--- config.mk ---
export PLATFORM = sky130hd
export DESIGN_NAME = nand_hamming_ecc_256
export DESIGN_NICKNAME = d
export VERILOG_FILES = /design/src/hdl/nhe_pkg.sv /design/src/hdl/nhe_front.sv /design/src/hdl/nhe_fifo.sv /design/src/hdl/nhe_back.sv /design/src/hdl/nand_hamming_ecc_256.sv
export VERILOG_INCLUDE_DIRS = /design/src /design/src/hdl
export SDC_FILE = /design/constraint.sdc
export NUM_CORES = 1
export LEC_CHECK = 0
export ABC_AREA = 1
export BUFFER_PORTS_ARGS = -buffer_cell sky130_fd_sc_hd__buf_2
export CORE_UTILIZATION = 47
export CTS_CLUSTER_DIAMETER = 50
export CTS_CLUSTER_SIZE = 8
export DETAILED_ROUTE_END_ITERATION = 10
export GPL_ROUTABILITY_DRIVEN = 0
export GPL_TIMING_DRIVEN = 0
export PLACE_DENSITY = 0.66
export SETUP_SLACK_MARGIN = 0.5
export SYNTH_ARGS = -nofsm -noshare
export SYNTH_HDL_FRONTEND = slang
export SYNTH_SLANG_ARGS = --single-unit
--- constraint.sdc ---
create_clock -name clk_i -period 4 [get_ports clk_i]
set_clock_uncertainty 0.1 [all_clocks]
set_input_delay 0.2 -clock clk_i [delete_from_list [all_inputs] [get_ports clk_i]]
set_output_delay 0.2 -clock clk_i [all_outputs]
set_load 0.02 [all_outputs]
--- src/hdl/nand_hamming_ecc_256_macros.svh ---
// Assertion macros shared by the ECC block modules.
`ifndef NAND_HAMMING_ECC_256_MACROS_SVH
`define NAND_HAMMING_ECC_256_MACROS_SVH

// checked only while out of reset
`define NHE_ASSERT(lbl, prop, msg) \
  lbl: assert property (@(posedge clk_i) disable iff (!rst_ni) prop) \
    else $error(msg);

// checked at every edge, reset included
`define NHE_ASSERT_ALWAYS(lbl, prop, msg) \
  lbl: assert property (@(posedge clk_i) prop) \
    else $error(msg);

`endif

--- src/hdl/nhe_pkg.sv ---
// Shared types and constants for the NAND Hamming ECC block.
package nhe_pkg;

  localparam int DEFAULT_PAGE_BYTES = 512;
  localparam int CHUNK_BYTES        = 256;

  localparam logic [23:0] SYND_MASK    = 24'h555554;
  localparam logic [1:0]  CODE_LOW_BITS = 2'b11;

  typedef enum logic {
    ENT_GEN,
    ENT_CHK
  } ent_kind_e;

  typedef enum logic [1:0] {
    ST_CLEAN  = 2'd0,
    ST_DATA   = 2'd1,
    ST_CODE   = 2'd2,
    ST_UNCORR = 2'd3
  } status_e;

  // one queue entry: a generated code word, or a syndrome to classify
  typedef struct packed {
    ent_kind_e   kind;
    logic        last;
    logic        off_hi;  // chunk index bit 0, bit 8 of the error offset
    logic [23:0] word;
  } ent_t;

endpackage

--- src/hdl/nhe_front.sv ---
// Front end: byte intake, running parities, code forming and syndrome build.
module nhe_front #(
  parameter int PAGE_BYTES = nhe_pkg::DEFAULT_PAGE_BYTES
) (
  input  logic          clk_i,
  input  logic          rst_ni,
  input  logic          cfg_valid_i,
  input  logic          cfg_data_i,
  input  logic          in_valid_i,
  output logic          in_ready_o,
  input  logic [7:0]    data_i,
  input  logic          full_i,
  output logic          push_o,
  output nhe_pkg::ent_t ent_o
);

  localparam int CHUNKS = (PAGE_BYTES / nhe_pkg::CHUNK_BYTES) < 1 ? 1 :
                          (PAGE_BYTES / nhe_pkg::CHUNK_BYTES);
  localparam int CH_W = (CHUNKS > 1) ? $clog2(CHUNKS) : 1;
  localparam logic [CH_W-1:0] LAST_CHUNK = CH_W'(CHUNKS - 1);
  localparam logic [1:0] POS_LAST = 2'd2;

  function automatic logic [23:0] form_code(input logic [7:0] lt,
                                            input logic [7:0] li,
                                            input logic [5:0] cp);
    logic [7:0] hi;
    logic [7:0] lo;
    hi = '0;
    lo = '0;
    for (int k = 0; k < 4; k++) begin
      hi[7-2*k] = lt[7-k];
      hi[6-2*k] = li[7-k];
      lo[7-2*k] = lt[3-k];
      lo[6-2*k] = li[3-k];
    end
    return {~hi, ~lo, ~cp, nhe_pkg::CODE_LOW_BITS};
  endfunction

  logic            check_mode_q;
  logic [7:0]      idx_q;
  logic [CH_W-1:0] chunk_q;
  logic [5:0]      cp_q;
  logic [7:0]      lt_q, li_q;
  logic            stored_q;
  logic [1:0]      pos_q;
  logic [CH_W-1:0] sc_q;
  logic [15:0]     stash_q;
  logic [23:0]     comp_q [CHUNKS];

  logic            accept;
  logic            odd;
  logic [5:0]      cp_d;
  logic [7:0]      lt_d, li_d;
  logic [23:0]     code;
  logic            chunk_end, page_end;

  assign in_ready_o = !full_i;
  assign accept     = in_valid_i && in_ready_o;

  always_comb begin
    odd  = ^data_i;
    cp_d = cp_q ^ {^(data_i & 8'hf0), ^(data_i & 8'h0f), ^(data_i & 8'hcc),
                   ^(data_i & 8'h33), ^(data_i & 8'haa), ^(data_i & 8'h55)};
    lt_d = odd ? (lt_q ^ idx_q) : lt_q;
    li_d = odd ? (li_q ^ ~idx_q) : li_q;
    code = form_code(lt_d, li_d, cp_d);
  end

  assign chunk_end = (idx_q == 8'hff);
  assign page_end  = chunk_end && (chunk_q == LAST_CHUNK);

  always_ff @(posedge clk_i or negedge rst_ni) begin
    if (!rst_ni) begin
      check_mode_q <= 1'b0;
      idx_q        <= '0;
      chunk_q      <= '0;
      cp_q         <= '0;
      lt_q         <= '0;
      li_q         <= '0;
      stored_q     <= 1'b0;
      pos_q        <= '0;
      sc_q         <= '0;
    end else if (cfg_valid_i) begin
      check_mode_q <= cfg_data_i;
      idx_q        <= '0;
      chunk_q      <= '0;
      cp_q         <= '0;
      lt_q         <= '0;
      li_q         <= '0;
      stored_q     <= 1'b0;
      pos_q        <= '0;
      sc_q         <= '0;
    end else if (accept) begin
      if (!stored_q) begin
        idx_q <= idx_q + 8'd1;
        if (chunk_end) begin
          cp_q    <= '0;
          lt_q    <= '0;
          li_q    <= '0;
          chunk_q <= page_end ? '0 : chunk_q + CH_W'(1);
          if (page_end && check_mode_q) begin
            stored_q <= 1'b1;
          end
        end else begin
          cp_q <= cp_d;
          lt_q <= lt_d;
          li_q <= li_d;
        end
      end else if (pos_q == POS_LAST) begin
        pos_q <= '0;
        if (sc_q == LAST_CHUNK) begin
          sc_q     <= '0;
          stored_q <= 1'b0;
        end else begin
          sc_q <= sc_q + CH_W'(1);
        end
      end else begin
        pos_q <= pos_q + 2'd1;
      end
    end
  end

  // stored code bytes are collected high byte first
  always_ff @(posedge clk_i) begin
    if (accept && stored_q && pos_q != POS_LAST) begin
      stash_q <= {stash_q[7:0], data_i};
    end
    if (!cfg_valid_i && accept && !stored_q && chunk_end && check_mode_q) begin
      comp_q[chunk_q] <= code;
    end
  end

  always_comb begin
    push_o = 1'b0;
    ent_o  = '{kind: nhe_pkg::ENT_GEN, last: page_end, off_hi: chunk_q[0], word: code};
    if (!stored_q) begin
      push_o = accept && chunk_end && !check_mode_q && !cfg_valid_i;
    end else begin
      push_o = accept && (pos_q == POS_LAST) && !cfg_valid_i;
      ent_o  = '{kind:   nhe_pkg::ENT_CHK,
                 last:   (sc_q == LAST_CHUNK),
                 off_hi: sc_q[0],
                 word:   comp_q[sc_q] ^ {stash_q, data_i}};
    end
  end

endmodule

--- src/hdl/nhe_fifo.sv ---
// Entry queue between front and back, with a count of complete pages held.
`include "nand_hamming_ecc_256_macros.svh"

module nhe_fifo #(
  parameter int DEPTH_W = 2
) (
  input  logic          clk_i,
  input  logic          rst_ni,
  input  logic          flush_i,
  input  logic          push_i,
  input  nhe_pkg::ent_t ent_i,
  input  logic          pop_i,
  output logic          full_o,
  output logic          valid_o,
  output logic          released_o,
  output nhe_pkg::ent_t head_o
);

  localparam int DEPTH = 2 ** DEPTH_W;

  nhe_pkg::ent_t       mem [DEPTH];
  logic [DEPTH_W-1:0]  wr_q, rd_q;
  logic [DEPTH_W:0]    cnt_q;
  logic [DEPTH_W:0]    lcnt_q;
  logic [DEPTH_W:0]    ucnt_q;
  logic                lpush, lpop;

  assign full_o     = (cnt_q == (DEPTH_W+1)'(DEPTH));
  assign valid_o    = (cnt_q != '0);
  assign head_o     = mem[rd_q];
  // entries only leave once their page's final entry is queued
  assign released_o = (lcnt_q != '0);
  assign lpush      = push_i && ent_i.last;
  assign lpop       = pop_i && head_o.last;

  always_ff @(posedge clk_i) begin
    if (push_i) begin
      mem[wr_q] <= ent_i;
    end
  end

  always_ff @(posedge clk_i or negedge rst_ni) begin
    if (!rst_ni) begin
      wr_q   <= '0;
      rd_q   <= '0;
      cnt_q  <= '0;
      lcnt_q <= '0;
      ucnt_q <= '0;
    end else begin
      if (pop_i)  rd_q <= rd_q + DEPTH_W'(1);
      if (flush_i) begin
        // drop the entries of a page that was cut short
        wr_q   <= wr_q - ucnt_q[DEPTH_W-1:0];
        cnt_q  <= cnt_q - ucnt_q - (DEPTH_W+1)'(pop_i);
        ucnt_q <= '0;
      end else begin
        if (push_i) wr_q <= wr_q + DEPTH_W'(1);
        if (push_i && !pop_i) begin
          cnt_q <= cnt_q + (DEPTH_W+1)'(1);
        end else if (!push_i && pop_i) begin
          cnt_q <= cnt_q - (DEPTH_W+1)'(1);
        end
        if (push_i) begin
          ucnt_q <= ent_i.last ? '0 : ucnt_q + (DEPTH_W+1)'(1);
        end
      end
      if (lpush && !lpop) begin
        lcnt_q <= lcnt_q + (DEPTH_W+1)'(1);
      end else if (!lpush && lpop) begin
        lcnt_q <= lcnt_q - (DEPTH_W+1)'(1);
      end
    end
  end

  `NHE_ASSERT(a_no_push_full, push_i |-> !full_o, "push into full queue")
  `NHE_ASSERT(a_cnt_range, cnt_q <= (DEPTH_W+1)'(DEPTH), "queue count overflow")
  `NHE_ASSERT(a_lcnt_le_cnt, lcnt_q <= cnt_q, "page count exceeds entry count")
  `NHE_ASSERT(a_no_push_flush, flush_i |-> !push_i, "push during flush")

endmodule

--- src/hdl/nhe_back.sv ---
// Back end: expands code words into bytes, classifies syndromes, output register.
`include "nand_hamming_ecc_256_macros.svh"

module nhe_back (
  input  logic          clk_i,
  input  logic          rst_ni,
  input  logic          valid_i,
  input  logic          released_i,
  input  nhe_pkg::ent_t head_i,
  output logic          pop_o,
  output logic          out_valid_o,
  input  logic          out_ready_i,
  output logic [7:0]    code_byte_o,
  output logic [1:0]    status_o,
  output logic [8:0]    error_offset_o,
  output logic [2:0]    error_bit_o,
  output logic          last_o
);

  localparam logic [1:0] SEL_LAST = 2'd2;

  logic        out_valid_q;
  logic [1:0]  sel_q;
  logic [7:0]  code_q;
  logic [1:0]  status_q;
  logic [8:0]  off_q;
  logic [2:0]  bit_q;
  logic        last_q;

  logic        go;
  logic [23:0] d;
  logic        single_data, single_bit;
  logic [7:0]  addr;
  logic [2:0]  bpos;
  nhe_pkg::status_e st;
  logic [7:0]  code_d;
  logic [1:0]  status_d;
  logic [8:0]  off_d;
  logic [2:0]  bit_d;
  logic        last_d;

  assign go    = valid_i && released_i && (!out_valid_q || out_ready_i);
  assign pop_o = go && (head_i.kind == nhe_pkg::ENT_CHK || sel_q == SEL_LAST);

  always_comb begin
    d           = head_i.word;
    single_data = ((d ^ (d >> 1)) & nhe_pkg::SYND_MASK) == nhe_pkg::SYND_MASK;
    single_bit  = ((d & (d - 24'd1)) == '0);
    addr        = {d[23], d[21], d[19], d[17], d[15], d[13], d[11], d[9]};
    bpos        = {d[7], d[5], d[3]};
    priority if (d == '0) begin
      st = nhe_pkg::ST_CLEAN;
    end else if (single_data) begin
      st = nhe_pkg::ST_DATA;
    end else if (single_bit) begin
      st = nhe_pkg::ST_CODE;
    end else begin
      st = nhe_pkg::ST_UNCORR;
    end

    code_d   = '0;
    status_d = '0;
    off_d    = '0;
    bit_d    = '0;
    last_d   = head_i.last;
    unique case (head_i.kind)
      nhe_pkg::ENT_GEN: begin
        last_d = head_i.last && (sel_q == SEL_LAST);
        unique case (sel_q)
          2'd0:    code_d = d[23:16];
          2'd1:    code_d = d[15:8];
          default: code_d = d[7:0];
        endcase
      end
      nhe_pkg::ENT_CHK: begin
        status_d = st;
        if (st == nhe_pkg::ST_DATA) begin
          off_d = {head_i.off_hi, addr};
          bit_d = bpos;
        end
      end
      default: ;
    endcase
  end

  always_ff @(posedge clk_i or negedge rst_ni) begin
    if (!rst_ni) begin
      out_valid_q <= 1'b0;
      sel_q       <= '0;
    end else begin
      if (go) begin
        out_valid_q <= 1'b1;
      end else if (out_ready_i) begin
        out_valid_q <= 1'b0;
      end
      if (go && head_i.kind == nhe_pkg::ENT_GEN) begin
        sel_q <= (sel_q == SEL_LAST) ? 2'd0 : sel_q + 2'd1;
      end
    end
  end

  always_ff @(posedge clk_i) begin
    if (go) begin
      code_q   <= code_d;
      status_q <= status_d;
      off_q    <= off_d;
      bit_q    <= bit_d;
      last_q   <= last_d;
    end
  end

  assign out_valid_o    = out_valid_q;
  assign code_byte_o    = code_q;
  assign status_o       = status_q;
  assign error_offset_o = off_q;
  assign error_bit_o    = bit_q;
  assign last_o         = last_q;

  `NHE_ASSERT(a_pop_released, pop_o |-> released_i, "entry left before its page completed")
  `NHE_ASSERT(a_sel_range, sel_q != 2'd3, "byte select out of range")
  `NHE_ASSERT(a_gen_pop_last, (pop_o && head_i.kind == nhe_pkg::ENT_GEN) |-> sel_q == SEL_LAST,
              "code word popped before its third byte")

endmodule

--- src/hdl/nand_hamming_ecc_256.sv ---
// A page's results wait in the entry queue until its final entry is queued, then leave by
// the output register. Throughput: one byte in per cycle; one result out per ready cycle.
// Input stalls only when the entry queue (2*chunks rounded up to a power of two) is full.
// Generate mode gives 3 code bytes per 256-byte chunk; check mode one status per chunk.
// Reset (async, active low) selects generate mode, clears page position, parities and queue.
module nand_hamming_ecc_256 #(
  parameter int PAGE_BYTES = nhe_pkg::DEFAULT_PAGE_BYTES
) (
  input  logic        clk_i,
  input  logic        rst_ni,
  input  logic        cfg_valid_i,
  output logic        cfg_ready_o,
  input  logic        cfg_data_i,     // check_mode
  input  logic        s_axis_tvalid,
  output logic        s_axis_tready,
  input  logic [7:0]  s_axis_tdata,   // [7:0] data_byte
  output logic        m_axis_tvalid,
  input  logic        m_axis_tready,
  output logic [23:0] m_axis_tdata,   // [7:0] code_byte, [9:8] status,
                                      // [18:10] error_offset, [21:19] error_bit, zero pad
  output logic        m_axis_tlast
);

  localparam int CHUNKS = (PAGE_BYTES / nhe_pkg::CHUNK_BYTES) < 1 ? 1 :
                          (PAGE_BYTES / nhe_pkg::CHUNK_BYTES);
  localparam int DEPTH_W = $clog2(CHUNKS) + 1;

  logic          push, pop, full, q_valid, released;
  nhe_pkg::ent_t ent, head;
  logic [7:0]    code_byte;
  logic [1:0]    status;
  logic [8:0]    error_offset;
  logic [2:0]    error_bit;

  assign cfg_ready_o = 1'b1;

  nhe_front #(
    .PAGE_BYTES(PAGE_BYTES)
  ) u_front (
    .clk_i      (clk_i),
    .rst_ni     (rst_ni),
    .cfg_valid_i(cfg_valid_i),
    .cfg_data_i (cfg_data_i),
    .in_valid_i (s_axis_tvalid),
    .in_ready_o (s_axis_tready),
    .data_i     (s_axis_tdata),
    .full_i     (full),
    .push_o     (push),
    .ent_o      (ent)
  );

  nhe_fifo #(
    .DEPTH_W(DEPTH_W)
  ) u_fifo (
    .clk_i     (clk_i),
    .rst_ni    (rst_ni),
    .flush_i   (cfg_valid_i),
    .push_i    (push),
    .ent_i     (ent),
    .pop_i     (pop),
    .full_o    (full),
    .valid_o   (q_valid),
    .released_o(released),
    .head_o    (head)
  );

  nhe_back u_back (
    .clk_i         (clk_i),
    .rst_ni        (rst_ni),
    .valid_i       (q_valid),
    .released_i    (released),
    .head_i        (head),
    .pop_o         (pop),
    .out_valid_o   (m_axis_tvalid),
    .out_ready_i   (m_axis_tready),
    .code_byte_o   (code_byte),
    .status_o      (status),
    .error_offset_o(error_offset),
    .error_bit_o   (error_bit),
    .last_o        (m_axis_tlast)
  );

  assign m_axis_tdata = {2'b00, error_bit, error_offset, status, code_byte};

endmodule

==> impl_results.md <==
- Status: finished clean
- RSZ-0062 raised after global routing: false
- Share of cells above drive strength 1: 11.60%
- Slowest CP cell: fa_1
- Cells after Synth: 1067
- Maximum fanout along the worst path: 10
- Postcts setup bufs: 0
- Post-DP Area: 11920 um^2
- PwrDens: 498.3 nW/um^2
- CTS buffer count: 37
- Maxcap violations: 0
- Crit Path Category: reg2reg
- Leak: 5.338 nW
- Maximum VDD drop: 0.0003633 V
- R2R depth: 15
- Crit. Startpoint: u_fifo.rd_q[1]$_DFFE_PN0P_
- I/O pin total: 42
- Layout fillers: 1913
- CP startpoint kind: flip-flop
- ANT cells: 0
- Layout Nets: 1200
- Measured slew at the worst slew-check pin: 0.9634 ns
- Sink Count: 243
- Ys flop type: edfxtp_1
- Die width: 155.8 um
- Initial antenna violation count: 0
- Reg2reg start: u_fifo.rd_q[1]$_DFFE_PN0P_
- Antenna-violating nets left: 0
- CTS clk-pin slew, worst paths: 0.05 ns
- Total track usage: 20.93%
- Setup TNS: 0 ns
- Site row count: 55
- Register area share after synthesis: 63.33%
- Worst setup EP type: flip-flop
- CP bufs+invs: 4
- Hold Path Class: in2reg
- EDFF count, synth: 191
- Minimum clock period: 3.247 ns
- Hold Vio Cnt, Final: 0
- WP depth: 15
- Max-slew violation count: 0
- Unique masters post-synth: 42
- Area leader, netlist: edfxtp_1
- Critical Path RT: 4.34 ns
- Vias: 7573
- Vias in the first global route: 7440
- Worst r2r dst: u_fifo.cnt_q[2]$_DFFE_PN0P_
- R2R setup slack: 0.75 ns
- Top delay family on crit path: compound AO/OA/AOI/OAI gates
- Post-route cell area: 13110 um^2
- Clk Tree Root Cell: clkbuf_16
- Ys async rst share: 21.40%
- F_max: 0.3079 GHz
- Worst-skew pair later-pin latency: 0.52 ns
- Synth Register Bits: 243
- Area contributors post-synth: edfxtp_1, dfrtp_1, nand2_1, o21ai_0, xnor2_1
- Area growth, synth to finish: 18.00%
- Final Util: 57.21%
- Clk buf depth: 3
- Effective utilization at floorplan: 48.48%
- Arrival @ worst endpoint: 3.58 ns
- Mapped Area: 11110 um^2
- Worst setup path endpoint: u_fifo.cnt_q[2]$_DFFE_PN0P_
- Buffers on Ports: 38
- DR DRC count: 0
- WHS: 0.03468 ns
- Iter 0 DRT Violations: 491
- Die area: 24260 um^2
- Die height: 155.8 um
- Dpl cells: 1429
- Most numerous cell in the Yosys netlist: nand2_1
- Largest net degree at the start of global routing: 53
- Mapped Avg Cell Area: 10.41 um^2
- Crit-path max cell delay: 0.45 ns
- Drt wl/cell: 16.08 um
- Final WS setup: 0.7525 ns
- Post-route insts no fill: 1503
- Top cell by count, worst path: o21ai_0
- Pwr Total: 6.532 mW
- Core Area: 22920 um^2
- Final setup fails: 0
- CTS tree: built
- Top post-synthesis cells by count: nand2_1, edfxtp_1, nor2_1
- Period utilization: 81.19%
- Area share of the largest cell type after synthesis: 51.62%
- GRT overflow: 0
- Slew HR: 35.24%
- First-pass GRT wire length: 38660 um
- Setup WS pre-CTS: 0.6663 ns
- Worst path cell trace: buf_6 -> clkinv_2 -> buf_2 -> o21ai_0 -> o22a_1 -> o21ai_0 -> nand2_2 -> fa_1 -> inv_1 -> fa_1 -> xor2_1 -> o21ai_0 -> a21oi_1 -> nor2_1 -> a21oi_1
- DP Wirelength: 16800 um
- H-tree levels: 2
- First-pass iteration count of the detailed router: 5
- Routed vias/inst: 5.039
- Synth warn: 0
- WL final: 24170 um
-- worst reg2reg max path, cell delays in order, from the launching register on --
cell      delay, ns
dfrtp_1        0.37
buf_6          0.15
clkinv_2       0.14
buf_2          0.27
o21ai_0        0.13
o22a_1         0.21
o21ai_0        0.24
nand2_2        0.21
fa_1           0.45
inv_1          0.07
fa_1           0.20
xor2_1         0.19
o21ai_0        0.10
a21oi_1        0.14
nor2_1         0.06
a21oi_1        0.14
-- power by group --
part / leakage, nW / internal [mW] / switching [mW]
Combinational: 2.37 / 0.186 / 0.513
Sequential: 2.46 / 2.96 / 0.0633
Clock: 0.506 / 1.74 / 1.07
Total: 5.34 / 4.89 / 1.65
-- flip-flops by register name, indices dropped and copies added (netlist names), 8 cells and up --
| register | cells |
|---|---|
| u_fifo.mem | 108 |
| u_front.lt_q | 8 |
| u_front.idx_q | 8 |
| u_front.comp_q | 44 |
| u_front.li_q | 8 |
| u_front.stash_q | 16 |
| u_back.code_byte_o | 8 |
| u_back.error_offset_o | 9 |
-- layout by cell type (no fill, tap or decap), drive strengths merged, types with 2 or more instances in the layout --
cell / Yosys / layout
nand2: 341 / 341
edfxtp: 191 / 191
o21ai: 80 / 80
clkbuf: 17 / 78
nor2: 76 / 76
buf: 25 / 71
inv: 68 / 69
nand3: 63 / 63
dfrtp: 52 / 52
xnor2: 37 / 37
xor2: 30 / 30
ha: 16 / 16
a21oi: 15 / 15
o22ai: 11 / 11
dlygate4sd3: 0 / 11
nor3: 11 / 11
nand4: 6 / 6
fa: 4 / 4
clkinv: 2 / 4
o21bai: 3 / 3
conb: 2 / 3
nor4: 2 / 2
a22oi: 2 / 2
o211ai: 2 / 2
-- area by class of cell --
cell class / instances / area (um^2) / share of cell area (%)
repair buffers: 59 / 456.7 / 3.483
well taps: 313 / 391.6 / 2.987
clock buffers: 59 / 1018 / 7.769
flip-flops and latches: 243 / 7037 / 53.67
multi-input cells: 713 / 3655 / 27.88
clock inverters: 4 / 48.80 / 0.3722
inverters: 70 / 264.0 / 2.014
plain buffers: 42 / 239.0 / 1.823
-- timing repair --
action / in CTS / in global routing
resized for setup: 0 / 9
endpoints found under the setup margin: 0 / 13
hold buffers: 11 / 0
endpoints found under the hold margin: 63 / 0
-- worst min path at each step --
stage	startpoint	to	slack, ns	cells past startpoint
after global routing	cfg_valid_i	u_fifo.ucnt_q[2]$_DFFE_PN0P_	0.05	4
after global placement	m_axis_tready	u_back.out_valid_o$_DFFE_PN0P_	0.30	2
after floorplan	rst_ni	u_back.out_valid_o$_DFFE_PN0P_	-0.20	0
after detailed placement	m_axis_tready	u_back.out_valid_o$_DFFE_PN0P_	0.32	2
final	cfg_valid_i	u_front.idx_q[1]$_DFFE_PN0P_	0.03	4
after CTS	cfg_valid_i	u_front.idx_q[1]$_DFFE_PN0P_	0.02	4
-- kinds of logic (layout without fill, tap and decap cells) --
kind of cell	count (synthesis)	count (layout)	synth area share, %
other	2	3	0.06759
and+or+nand+nor	502	502	18.10
buffers and inverters	112	234	4.459
adders and majority gates	20	20	2.523
AOI/OAI and AO/OA	120	120	6.137
muxes	1	1	0.1013
DFF	243	243	63.33
xor gates and xnor gates	67	67	5.282
-- per-layer routing --
layer  up-vias  global-route usage, %  part of all wire [%]
met4         0                  7.003                   2.3
li1       3777                      -                     -
met2       186                  35.26                    49
met1      3566                  26.92                    44
met5         -                      0                     0
met3        44                  4.472                   5.1
(Power assumes the default switching activity.)
